### src/rtl/ckt_pkg.sv
// Shared types and constants for the Carmichael number test.
// Holds the operand widths, the sequencer state type and the divider interface structs.
// No dependencies.
`default_nettype none

package ckt_pkg;

  localparam int NUM_WIDTH = 31;
  // Trial divisors never exceed sqrt(2^NUM_WIDTH) + 1.
  localparam int P_W       = NUM_WIDTH / 2 + 2;
  localparam int CNT_W     = $clog2(NUM_WIDTH + 1);

  typedef logic [NUM_WIDTH-1:0] num_t;
  typedef logic [P_W-1:0]       pdiv_t;

  typedef enum logic [2:0] {
    S_IDLE,
    S_DIV_REST,
    S_DIV_QUO,
    S_DIV_NM1,
    S_TAIL,
    S_DIV_TAIL,
    S_DONE
  } state_t;

  typedef struct packed {
    logic start;
    num_t dividend;
    num_t divisor;
  } div_req_t;

  typedef struct packed {
    logic done;
    num_t quotient;
    num_t remainder;
  } div_rsp_t;

endpackage

`default_nettype wire

### src/rtl/ckt_divider.sv
// Bit-serial restoring divider: one quotient bit per cycle.
// Depends on ckt_pkg for widths and the request and response structs.
`default_nettype none

module ckt_divider import ckt_pkg::*; (
  input  wire logic     clk,
  input  wire logic     rst,
  input  wire div_req_t req,
  output div_rsp_t      rsp
);

  num_t             rem;
  num_t             quo;
  num_t             dsr;
  logic [CNT_W-1:0] cnt;
  logic             busy;
  logic             done;

  logic [NUM_WIDTH:0] shifted;
  logic [NUM_WIDTH:0] diff;
  logic               geq;
  num_t               rem_next;
  num_t               quo_next;

  // Bring down the next dividend bit and try to subtract the divisor.
  always_comb begin
    shifted  = {rem, quo[NUM_WIDTH-1]};
    diff     = shifted - {1'b0, dsr};
    geq      = (shifted >= {1'b0, dsr});
    rem_next = geq ? diff[NUM_WIDTH-1:0] : shifted[NUM_WIDTH-1:0];
    quo_next = {quo[NUM_WIDTH-2:0], geq};
  end

  always_ff @(posedge clk) begin
    if (rst) begin
      busy <= 1'b0;
      done <= 1'b0;
      cnt  <= '0;
    end else begin
      done <= 1'b0;
      if (req.start) begin
        quo  <= req.dividend;
        rem  <= '0;
        dsr  <= req.divisor;
        cnt  <= CNT_W'(NUM_WIDTH);
        busy <= 1'b1;
      end else if (busy) begin
        rem <= rem_next;
        quo <= quo_next;
        cnt <= cnt - 1'b1;
        if (cnt == CNT_W'(1)) begin
          busy <= 1'b0;
          done <= 1'b1;
        end
      end
    end
  end

  assign rsp.done      = done;
  assign rsp.quotient  = quo;
  assign rsp.remainder = rem;

endmodule

`default_nettype wire

### config.mk
export PLATFORM = sky130hd
export DESIGN_NAME = ckt_divider
export DESIGN_NICKNAME = d
export VERILOG_FILES = /design/src/rtl/ckt_pkg.sv /design/src/rtl/ckt_divider.sv
export SDC_FILE = /design/constraint.sdc
export NUM_CORES = 1
export LEC_CHECK = 0
export BUFFER_PORTS_ARGS = -buffer_cell sky130_fd_sc_hd__buf_2
export CAP_MARGIN = 20
export CORE_MARGIN = 5
export CORE_UTILIZATION = 55
export DETAILED_ROUTE_END_ITERATION = 6
export GPL_TIMING_DRIVEN = 0
export HOLD_SLACK_MARGIN = 0.08
export PLACE_DENSITY = 0.91
export SYNTH_ARGS = -nofsm -noshare
export SYNTH_HDL_FRONTEND = slang
export SYNTH_SLANG_ARGS = --single-unit
export TNS_END_PERCENT = 50
### constraint.sdc
create_clock -name clk -period 5.41 [get_ports clk]
set_input_delay 0.541 -clock clk [delete_from_list [all_inputs] [get_ports clk]]
set_output_delay 0.541 -clock clk [all_outputs]
set_load 0.1 [all_outputs]
==> results.json, run 1 <==
{
  "crit_path_max_incr_delay_ns": 0.45,
  "antenna_found_initial": 0,
  "die_x_um": 114,
  "final_common_cell": "buf_2",
  "port_buffers": 126,
  "postCtsSetupRepairBufs": 0,
  "drt-initial-drc-count": 382,
  "finClkSkew_ns": 0.0132,
  "cts_buffers": 9,
  "r2r_slack_ns": 2.21,
  "cp.required_ns": 5.63,
  "powerDensity_mw_per_mm2": 332,
  "rows": 37,
  "dpl.cell_count": 816,
  "r2r_end": "rem[9]$_SDFFCE_PP0P_",
  "arrival_ns": 3.43,
  "cts_resized": 0,
  "min_to": "dsr[28]$_DFFE_PP_",
  "worstSetupEndpointType": "flop",
  "place_congestion": 0.907,
  "ys_ff_latch": 100,
  "pin_count": 128,
  "overflow": 0,
  "instances_no_fill": 832,
  "reg2reg_depth": 12,
  "layout_min_cycle_time_ns": 3.20,
  "path_max_fanout": 10,
  "final-max-slew-violation-count": 0,
  "irDropWorstVdd_mv": 0.252,
  "die_h_um": 114,
  "period_share": 0.592,
  "synth_cells": 552,
  "hp-class": "in -> reg",
  "synth_top_family_by_area": "compound AO/OA/AOI/OAI gates",
  "path_clk_slew_ns": 0.10,
  "grt_pass1_wl_um": 24700,
  "grt_setup_unrepaired": "false",
  "synthFlopType": "edfxtp_1",
  "synth_fp_nets": 651,
  "wl_um": 15400,
  "wire_per_inst_um": 18.5,
  "relSlewSlack": 0.356,
  "clock_sinks": 100,
  "total_leakage_power_nw": 2.88,
  "min_from": "req[28]",
  "setup_viol_count_final": 0,
  "synth_compound_area_frac": 0.159,
  "cts_tree": "done",
  "muxShareOfSynthArea": 0.0607,
  "drc": 0,
  "clockBufferDepth": 2,
  "first_global_vias": 5057,
  "clock_latency_ns": 0.39,
  "final_cell_mix": "buf_2 (130), edfxtp_1 (93), a21oi_1 (52)",
  "drive_above_1_share": 0.282,
  "syn_area_mm2": 0.00592,
  "ctsHoldBuffers": 0,
  "initial_core_util": 0.568,
  "synth_enable_flop_cells": 93,
  "start_kind": "flop",
  "nets": 790,
  "outcome": "finished, final reports clean",
  "vias": 4909,
  "r2r-start": "quo[30]$_DFFE_PP_",
  "final_util": 0.669,
  "cts_root_buffer": "clkbuf_8",
  "yosys.area_share.simple": 0.139,
  "syn_to_final_growth_pct": 17.7,
  "via_per_inst": 5.90,
  "synth_area_per_cell_um2": 10.7,
  "cts-htree-levels": 3,
  "coreArea_mm2": 0.0104,
  "maxCapViolations": 0,
  "synth.distinct_cells": 63,
  "min_delay_path_depth": 1,
  "synth_xor_xnor_area_share": 0.0207,
  "synth_warnings": 0,
  "num_antenna_cells": 0,
  "criticalPathCategory": "reg -> reg",
  "fmax_ghz": 0.312,
  "synthAdderAreaFrac": 0.0731,
  "dp.final_hpwl_um": 11600,
  "grt_max_degree": 32,
  "crit_chain": "inv_1 -> ha_1 -> fa_1 -> nor2b_4 -> o31a_1 -> o21a_1 -> a221o_1 -> a21o_1 -> buf_2 -> buf_4 -> nand2_1 -> a21oi_1",
  "tightest_slew_ns": 0.964,
  "hold_viol": 0,
  "ant_nets": 0,
  "grt_usage": 0.242,
  "dr.pass1.iters": 5,
  "seq_area_frac_synth": 0.495,
  "ys_async_sr_fraction": 0,
  "die_area_mm2": 0.0129,
  "cp_slowest_cell": "fa_1"
}
synthesized netlist by cell type (6+ instances only):
cell type | count | area share
dfxtp_1 | 7 | 0.024
o211ai_1 | 7 | 0.0089
o21ai_0 | 18 | 0.015
a211oi_1 | 6 | 0.0076
or3_1 | 7 | 0.0074
xor2_1 | 6 | 0.0089
edfxtp_1 | 93 | 0.47
mux2_2 | 31 | 0.059
inv_1 | 40 | 0.025
nand4_1 | 11 | 0.012
nand2_1 | 50 | 0.032
clkbuf_1 | 16 | 0.010
nor2b_1 | 6 | 0.0063
nor2_1 | 29 | 0.018
nor3_1 | 11 | 0.0093
a21o_1 | 9 | 0.011
ha_1 | 33 | 0.070
nand3_1 | 22 | 0.019
xnor2_1 | 8 | 0.012
o21a_1 | 6 | 0.0076
a21oi_1 | 52 | 0.044
kinds of logic (layout without fill, tap and decap cells):
family	after synthesis	after routing
xor gates and xnor gates	14	14
AOI/OAI and AO/OA	140	140
adders and majority gates	34	34
and+or+nand+nor	162	162
muxes	32	32
DFF	100	100
buffers and inverters	70	214
power by group:
part / internal, W / switching (W) / total, W / leakage [nW]
logic: 0.000256 / 0.000639 / 0.000895 / 1.85
registers: 0.000928 / 0.0000404 / 0.000968 / 0.948
clock network: 0.000171 / 0.000275 / 0.000447 / 0.0825
worst max path at each step:
stage,from,to,depth (start not counted)
6_report,quo[30]$_DFFE_PP_,rem[9]$_SDFFCE_PP0P_,12
5_1_grt,rem[10]$_SDFFCE_PP0P_,rem[24]$_SDFFCE_PP0P_,9
4_1_cts,quo[30]$_DFFE_PP_,rem[26]$_SDFFCE_PP0P_,12
3_5_place_dp,req[62],quo[1]$_DFFE_PP_,7
3_3_place_gp,req[62],rem[7]$_SDFFCE_PP0P_,5
2_1_floorplan,req[62],quo[0]$_DFFE_PP_,4
critical path: cells and delay by family (launching register included):
family / cells / cell delay [ns]
buf+inv: 3 / 0.60
flops: 1 / 0.40
compound gates: 5 / 1.18
fa+ha+maj: 2 / 0.67
simple gates: 2 / 0.21
registers in the layout, summed over array words and instances, names as in the netlist:
| signal | flops |
|---|---|
| dsr | 31 |
| quo | 31 |
| rem | 31 |
| cnt | 5 |
| busy | 1 |
| done | 1 |
stage by stage:
stage               setup slack (ns)  hold WS [ns]  power, W  cell area, um2  TNS (ns)
detailed placement              2.24         0.560   0.00187            6790         0
global route                    2.02         0.302   0.00243            6970         0
global placement              -0.553         0.551   0.00184            6720    -34.13
CTS                             2.24         0.304   0.00231            6970         0
floorplan                       1.11         0.527   0.00168            5920         0
finish                          2.21         0.315   0.00231            6970         0
metal layers:
layer,track usage,wire [um]
met2,0.399,7150
met3,0.0759,1620
met4,0.0841,364
met5,0,0
met1,0.302,6250
cell type report:
class                           instances  area [um2]
Fill cell                             839        3450
Sequential cell                       100        2930
Multi-Input combinational cell        382        2690
Timing Repair Buffer                  128         686
Tap cell                              136         170
Buffer                                 30         159
Inverter                               40         150
Clock buffer                           10         128
Clock inverter                          6        47.5
(Power assumes the default switching activity.)
==> inputs of run 2 (changes only) <==
--- a/config.mk
+++ b/config.mk
@@ -5,6 +5,7 @@
 export SDC_FILE = /design/constraint.sdc
 export NUM_CORES = 1
 export LEC_CHECK = 0
+export ABC_AREA = 1
 export BUFFER_PORTS_ARGS = -buffer_cell sky130_fd_sc_hd__buf_2
 export CAP_MARGIN = 20
 export CORE_MARGIN = 5
@@ -12,7 +13,7 @@
 export DETAILED_ROUTE_END_ITERATION = 6
 export GPL_TIMING_DRIVEN = 0
 export HOLD_SLACK_MARGIN = 0.08
-export PLACE_DENSITY = 0.91
+export PLACE_DENSITY = 0.89
 export SYNTH_ARGS = -nofsm -noshare
 export SYNTH_HDL_FRONTEND = slang
 export SYNTH_SLANG_ARGS = --single-unit
==> constraint.sdc (replaced) <==
create_clock -name clk -period 3.34 [get_ports clk]
set_input_delay 0.334 -clock clk [delete_from_list [all_inputs] [get_ports clk]]
set_output_delay 0.334 -clock clk [all_outputs]
set_load 0.1 [all_outputs]
==> run 2 against run 1 <==
Effect of this change: non-clock buffer count down 11; sequential power up 61%; largest cell class is now multi-input gates; power up 82%; clock skew down 0.0047 ns; sequential share of layout area down 5.2 points.
==> results.json, run 2 <==
{
  "outcome": "finished, final reports clean",
  "tightest_slew_ns": 0.731,
  "cp.required_ns": 3.44,
  "final_common_cell": "nand2_1",
  "seq_power_share": 0.371,
  "die_area_mm2": 0.0146,
  "min_from": "req[2]",
  "powerDensity_mw_per_mm2": 528,
  "cts-htree-levels": 3,
  "port_buffers": 126,
  "grt_pass1_wl_um": 28100,
  "relSlewSlack": 0.512,
  "criticalPathCategory": "reg -> reg",
  "clock_sinks": 100,
  "hp-class": "in -> reg",
  "grt_max_degree": 29,
  "wl_um": 17200,
  "overflow": 0,
  "synth_enable_flop_cells": 93,
  "wire_per_inst_um": 14.5,
  "antenna_found_initial": 0,
  "critical_path.top_delay_family": "simple AND/OR/NAND/NOR gates",
  "yosysMostFrequentCell": "nand2_1",
  "power.switching_w": 0.00174,
  "clockBufferDepth": 2,
  "drive_above_1_share": 0.189,
  "internal_power_w": 0.00246,
  "pin_count": 128,
  "synth_area_per_cell_um2": 7.55,
  "syn_to_final_growth_pct": 17.8,
  "rows": 40,
  "final_area_mm2": 0.00796,
  "vias": 6006,
  "ctsHoldBuffers": 0,
  "syn_area_mm2": 0.00676,
  "path_max_fanout": 10,
  "min_delay_path_depth": 1,
  "synthFlopType": "edfxtp_1",
  "placed_area_mm2": 0.00766,
  "postCtsSetupRepairBufs": 0,
  "num_antenna_cells": 0,
  "irDropWorstVdd_mv": 0.307,
  "final_util": 0.663,
  "min_to": "dsr[2]$_DFFE_PP_",
  "path_clk_slew_ns": 0.08,
  "holdWs_ns": 0.151,
  "arrival_ns": 2.83,
  "crit_chain": "inv_1 -> ha_1 -> fa_1 -> inv_1 -> nand2_1 -> nand2_1 -> nand3_2 -> nand2_2 -> nand2_1 -> nand3_2 -> nand2_4 -> nand2_8 -> inv_8 -> buf_12 -> nor2_1 -> nor2_1",
  "die_x_um": 121,
  "cts_buffers": 9,
  "dp.final_hpwl_um": 13900,
  "layout_min_cycle_time_ns": 2.73,
  "nets": 1134,
  "top_regs": "dsr (31), quo (31), rem (31)",
  "first_global_vias": 6031,
  "cp.buffers_inverters": 4,
  "coreArea_mm2": 0.0120,
  "cts_root_buffer": "clkbuf_16",
  "grt_setup_unrepaired": "false",
  "die_h_um": 121,
  "synth.distinct_cells": 40,
  "worstSetupEndpointType": "flop",
  "ant_nets": 0,
  "grt_usage": 0.244,
  "clock_latency_ns": 0.36,
  "maxCapViolations": 0,
  "pwr-share-clk": 0.248,
  "p_sw_frac": 0.415,
  "r2r_end": "rem[22]$_SDFFCE_PP0P_",
  "ys_async_sr_fraction": 0,
  "cp_slowest_cell": "edfxtp_1",
  "crit_path_max_incr_delay_ns": 0.40,
  "drc": 0,
  "hold_viol": 0,
  "synth_warnings": 0,
  "synthTopCellsByArea": "edfxtp_1 (41%), nand2_1 (19%), inv_1 (8.8%), ha_1 (6.1%), nor2_1 (5.2%)",
  "final-max-slew-violation-count": 0,
  "nFillCells": 1045,
  "drt-initial-drc-count": 304,
  "total_leakage_power_nw": 4.24,
  "reg2reg_depth": 16,
  "dr.pass1.iters": 5,
  "final_cell_mix": "nand2_1 (335), inv_1 (158), buf_2 (129)",
  "finClkSkew_ns": 0.00849,
  "comb_power_share": 0.381,
  "cts_tree": "done",
  "r2r_slack_ns": 0.61,
  "synth_top_cell_by_area": "edfxtp_1",
  "fmax_ghz": 0.366,
  "cpMostUsedCell": "nand2_1",
  "cts_resized": 0,
  "ys_ff_latch": 100,
  "synth.top_cell.area_share": 0.413,
  "r2r-start": "quo[30]$_DFFE_PP_",
  "tns_ns": 0,
  "via_per_inst": 5.06,
  "ys_top_cells_by_count": "nand2_1 (335), inv_1 (158), edfxtp_1 (93), nor2_1 (93), ha_1 (33)",
  "setup_viol_count_final": 0,
  "place_congestion": 0.931,
  "seq_area_frac_synth": 0.434,
  "synth_fp_nets": 994,
  "start_kind": "flop",
  "initial_core_util": 0.562,
  "period_share": 0.817,
  "synth_cells": 895,
  "power_w": 0.00420
}
[run 2: layout make-up]
type,instances,area (um2),share of cell area
buffer,18,126,0.0159
clock buffer,9,225,0.0283
timing repair buffer,129,706,0.0887
inverter,160,608,0.0764
clock inverter,7,67.6,0.00849
multi-input combinational,617,3110,0.391
tap,147,184,0.0231
sequential,100,2930,0.369
[run 2: logic make-up after synthesis]
group                    Yosys count  synth area share
AO/OA/AOI/OAI                     53            0.0500
buffers and inverters            178             0.109
XOR/XNOR                          14            0.0181
adder cells (fa/ha/maj)           34            0.0641
flip-flops                       100             0.434
AND/OR/NAND/NOR                  516             0.325
[run 2: routing by layer]
metal / track usage / wire length [um]
met3: 0.0477 / 1360
met1: 0.299 / 7080
met4: 0.0800 / 293
met2: 0.430 / 8510
met5: 0 / 0
[run 2: worst max path at each step]
stage | cells past startpoint | slack, ns | to | from
floorplan | 4 | 0.27 | quo[0]$_DFFE_PP_ | req[62]
CTS | 16 | 0.63 | rem[22]$_SDFFCE_PP0P_ | quo[30]$_DFFE_PP_
finish | 16 | 0.61 | rem[22]$_SDFFCE_PP0P_ | quo[30]$_DFFE_PP_
global placement | 6 | -0.97 | busy$_SDFF_PP0_ | req[62]
global route | 16 | 0.52 | rem[22]$_SDFFCE_PP0P_ | quo[30]$_DFFE_PP_
detailed placement | 16 | 0.64 | rem[22]$_SDFFCE_PP0P_ | quo[30]$_DFFE_PP_
[run 2: stage by stage]
step,instances,worst slack (ns)
6_report,1187,0.610
5_1_grt,1187,0.523
4_1_cts,1187,0.635
3_5_place_dp,1171,0.645
3_3_place_gp,1168,-0.971
2_1_floorplan,895,0.273
[run 2: worst reg2reg max path, stage by stage, from the launching register on]
cell and delay, ns:
edfxtp_1 0.40, inv_1 0.06, ha_1 0.22, fa_1 0.40
inv_1 0.13, nand2_1 0.06, nand2_1 0.11, nand3_2 0.08
nand2_2 0.11, nand2_1 0.09, nand3_2 0.09, nand2_4 0.12
nand2_8 0.14, inv_8 0.07, buf_12 0.15, nor2_1 0.18
nor2_1 0.07
[run 2: power by group through the flow]
stage / clock network (W) / registers [W] / logic [W]
2_1_floorplan: 0 / 0.00204 / 0.000794
3_3_place_gp: 0 / 0.00159 / 0.00154
3_5_place_dp: 0 / 0.00159 / 0.00159
4_1_cts: 0.00105 / 0.00156 / 0.00160
5_1_grt: 0.00110 / 0.00157 / 0.00175
6_report: 0.00104 / 0.00156 / 0.00160
==> inputs of run 3 (changes only) <==
--- a/config.mk
+++ b/config.mk
@@ -9,11 +9,11 @@
 export BUFFER_PORTS_ARGS = -buffer_cell sky130_fd_sc_hd__buf_2
 export CAP_MARGIN = 20
 export CORE_MARGIN = 5
-export CORE_UTILIZATION = 55
+export CORE_UTILIZATION = 51
 export DETAILED_ROUTE_END_ITERATION = 6
 export GPL_TIMING_DRIVEN = 0
 export HOLD_SLACK_MARGIN = 0.08
-export PLACE_DENSITY = 0.89
+export PLACE_DENSITY = 0.87
 export SYNTH_ARGS = -nofsm -noshare
 export SYNTH_HDL_FRONTEND = slang
 export SYNTH_SLANG_ARGS = --single-unit
==> constraint.sdc (replaced) <==
create_clock -name clk -period 2.5 [get_ports clk]
set_input_delay 0.25 -clock clk [delete_from_list [all_inputs] [get_ports clk]]
set_output_delay 0.25 -clock clk [all_outputs]
set_load 0.1 [all_outputs]
==> run 3 against run 2 <==
Effect of this change: maximum frequency rose by 14%; critical path depth did not move; cell area rose by 8.1%; non-clock buffer count rose by 43; power rose by 36%; count of clock-buffer cells in the layout rose by 1; global-route usage fell by 1.6 points; register-to-register slack got worse by 0.50 ns; critical endpoint is now rem[5]$_SDFFCE_PP0P_; utilization fell by 0.79 points; sequential share of layout area fell by 2.8 points; cell count rose by 6.1%; clock skew barely moved.
==> results.json, run 3 (synthesized netlist as in run 2, its figures left out) <==
{
  "outcome": "finished, final reports clean",
  "drive_above_1_share": 0.217,
  "setup_viol_count_final": 0,
  "coreArea_mm2": 0.0131,
  "r2r-start": "quo[30]$_DFFE_PP_",
  "r2r_slack_ns": 0.11,
  "wire_per_inst_um": 14.2,
  "pin_count": 128,
  "worstSetupEndpointType": "flop",
  "maxCapViolations": 0,
  "final_common_cell": "nand2_1",
  "place_congestion": 0.919,
  "multi_input_area_mm2": 0.00331,
  "clock_latency_ns": 0.35,
  "grt_pass1_wl_um": 28900,
  "start_kind": "flop",
  "syn_to_final_growth_pct": 27.3,
  "dp.final_hpwl_um": 13400,
  "wl_um": 17800,
  "min_delay_path_depth": 3,
  "final_cell_mix": "nand2_1 (332), inv_1 (156), buf_2 (129)",
  "clockBufferDepth": 2,
  "drc": 0,
  "via_per_inst": 4.85,
  "dr.pass1.iters": 5,
  "clock_sinks": 100,
  "holdWs_ns": 0.162,
  "total_leakage_power_nw": 4.43,
  "cp-startpoint": "quo[30]$_DFFE_PP_",
  "num_antenna_cells": 0,
  "die_x_um": 125,
  "grt_max_degree": 31,
  "layout_min_cycle_time_ns": 2.39,
  "vias": 6111,
  "nFillCells": 1132,
  "cp.required_ns": 2.60,
  "antenna_found_initial": 0,
  "period_share": 0.957,
  "final-max-slew-violation-count": 0,
  "finClkSkew_ns": 0.00887,
  "min_to": "quo[26]$_DFFE_PP_",
  "overflow": 0,
  "arrival_ns": 2.49,
  "irDropWorstVdd_mv": 0.391,
  "powerDensity_mw_per_mm2": 665,
  "rows": 42,
  "top_regs": "dsr (31), quo (31), rem (31)",
  "ant_nets": 0,
  "criticalPathCategory": "reg -> reg",
  "relSlewSlack": 0.563,
  "hp-class": "in -> reg",
  "r2r_end": "rem[5]$_SDFFCE_PP0P_",
  "reg2reg_depth": 16,
  "cts_tree": "done",
  "first_global_vias": 6201,
  "nets": 1177,
  "final_util": 0.655,
  "regArea_mm2": 0.00293,
  "tightest_slew_ns": 0.654,
  "drt-initial-drc-count": 490,
  "initial_core_util": 0.514,
  "die_area_mm2": 0.0157,
  "port_buffers": 126,
  "min_from": "req[57]",
  "path_max_fanout": 10,
  "path_clk_slew_ns": 0.07,
  "hold_viol": 0,
  "grt_usage": 0.227,
  "cts_buffers": 9,
  "cts_root_buffer": "clkbuf_16",
  "cts-htree-levels": 3,
  "fmax_ghz": 0.418,
  "die_h_um": 125
}
[run 3: area by class of cell]
| cell class | instances | share of cell area |
|---|---|---|
| Clock buffer | 10 | 0.0266 |
| Multi-Input combinational cell | 617 | 0.385 |
| Sequential cell | 100 | 0.341 |
| Clock inverter | 6 | 0.00553 |
| Tap cell | 176 | 0.0256 |
| Inverter | 160 | 0.0707 |
| Timing Repair Buffer | 172 | 0.131 |
| Buffer | 18 | 0.0151 |
[run 3: per-layer routing]
metal  vias to the layer above  track usage  part of all wire  wire length [um]
li1                       3146            -                 -                 -
met1                      2731        0.279              0.42              7460
met2                       202        0.394              0.48              8620
met3                        32       0.0554             0.075              1340
met4                         0       0.0759             0.022               399
met5                         -            0                 0                 0
[run 3: timing repair]
action | 4_1_cts | 5_1_grt
hold buffers | 31 | 0
resized for setup | 6 | 29
hold endpoints to repair | 31 | 0
pin swaps | 1 | 8
endpoints found under the setup margin | 24 | 30
buffers inserted | 3 | 9
[run 3: how the worst max path moves through the flow]
| stage | end | slack, ns | cells after the start |
|---|---|---|---|
| floorplan | rem[21]$_SDFFCE_PP0P_ | -0.43 | 16 |
| global placement | busy$_SDFF_PP0_ | -0.96 | 5 |
| detailed placement | rem[22]$_SDFFCE_PP0P_ | -0.17 | 16 |
| CTS | rem[22]$_SDFFCE_PP0P_ | 0.001 | 16 |
| global route | rem[15]$_SDFFCE_PP0P_ | -0.03 | 13 |
| finish | rem[5]$_SDFFCE_PP0P_ | 0.11 | 16 |
[run 3: where the power goes]
group / switching, W / internal [W]
clock network: 0.000625 / 0.000684
logic: 0.00161 / 0.000701
registers: 0.0000880 / 0.00201
total: 0.00233 / 0.00339
[run 3: worst max-delay path, stage by stage, from the launching register on]
cell and delay (ns):
edfxtp_1 0.36, inv_1 0.05, ha_2 0.20, fa_2 0.41, inv_2 0.09, nand2_1 0.06, nand2_2 0.09, nand3_2 0.09
nand2_4 0.09, nand2_4 0.05, nand3_2 0.08, nand2_4 0.10, nand2_8 0.12, inv_8 0.06, buf_12 0.15, nor2_2 0.09
nor2_1 0.05
[run 3: metrics by stage]
step / TNS, ns / std cells / setup slack, ns / cell area, um2 / total power (W)
2_1_floorplan: -12.36 / 895 / -0.426 / 6770 / 0.00378
3_3_place_gp: -64.57 / 1197 / -0.956 / 7620 / 0.00419
3_5_place_dp: -1.93 / 1200 / -0.167 / 7700 / 0.00423
4_1_cts: 0 / 1250 / 0.00138 / 8330 / 0.00560
5_1_grt: -0.0497 / 1259 / -0.0346 / 8600 / 0.00603
6_report: 0 / 1259 / 0.107 / 8600 / 0.00572
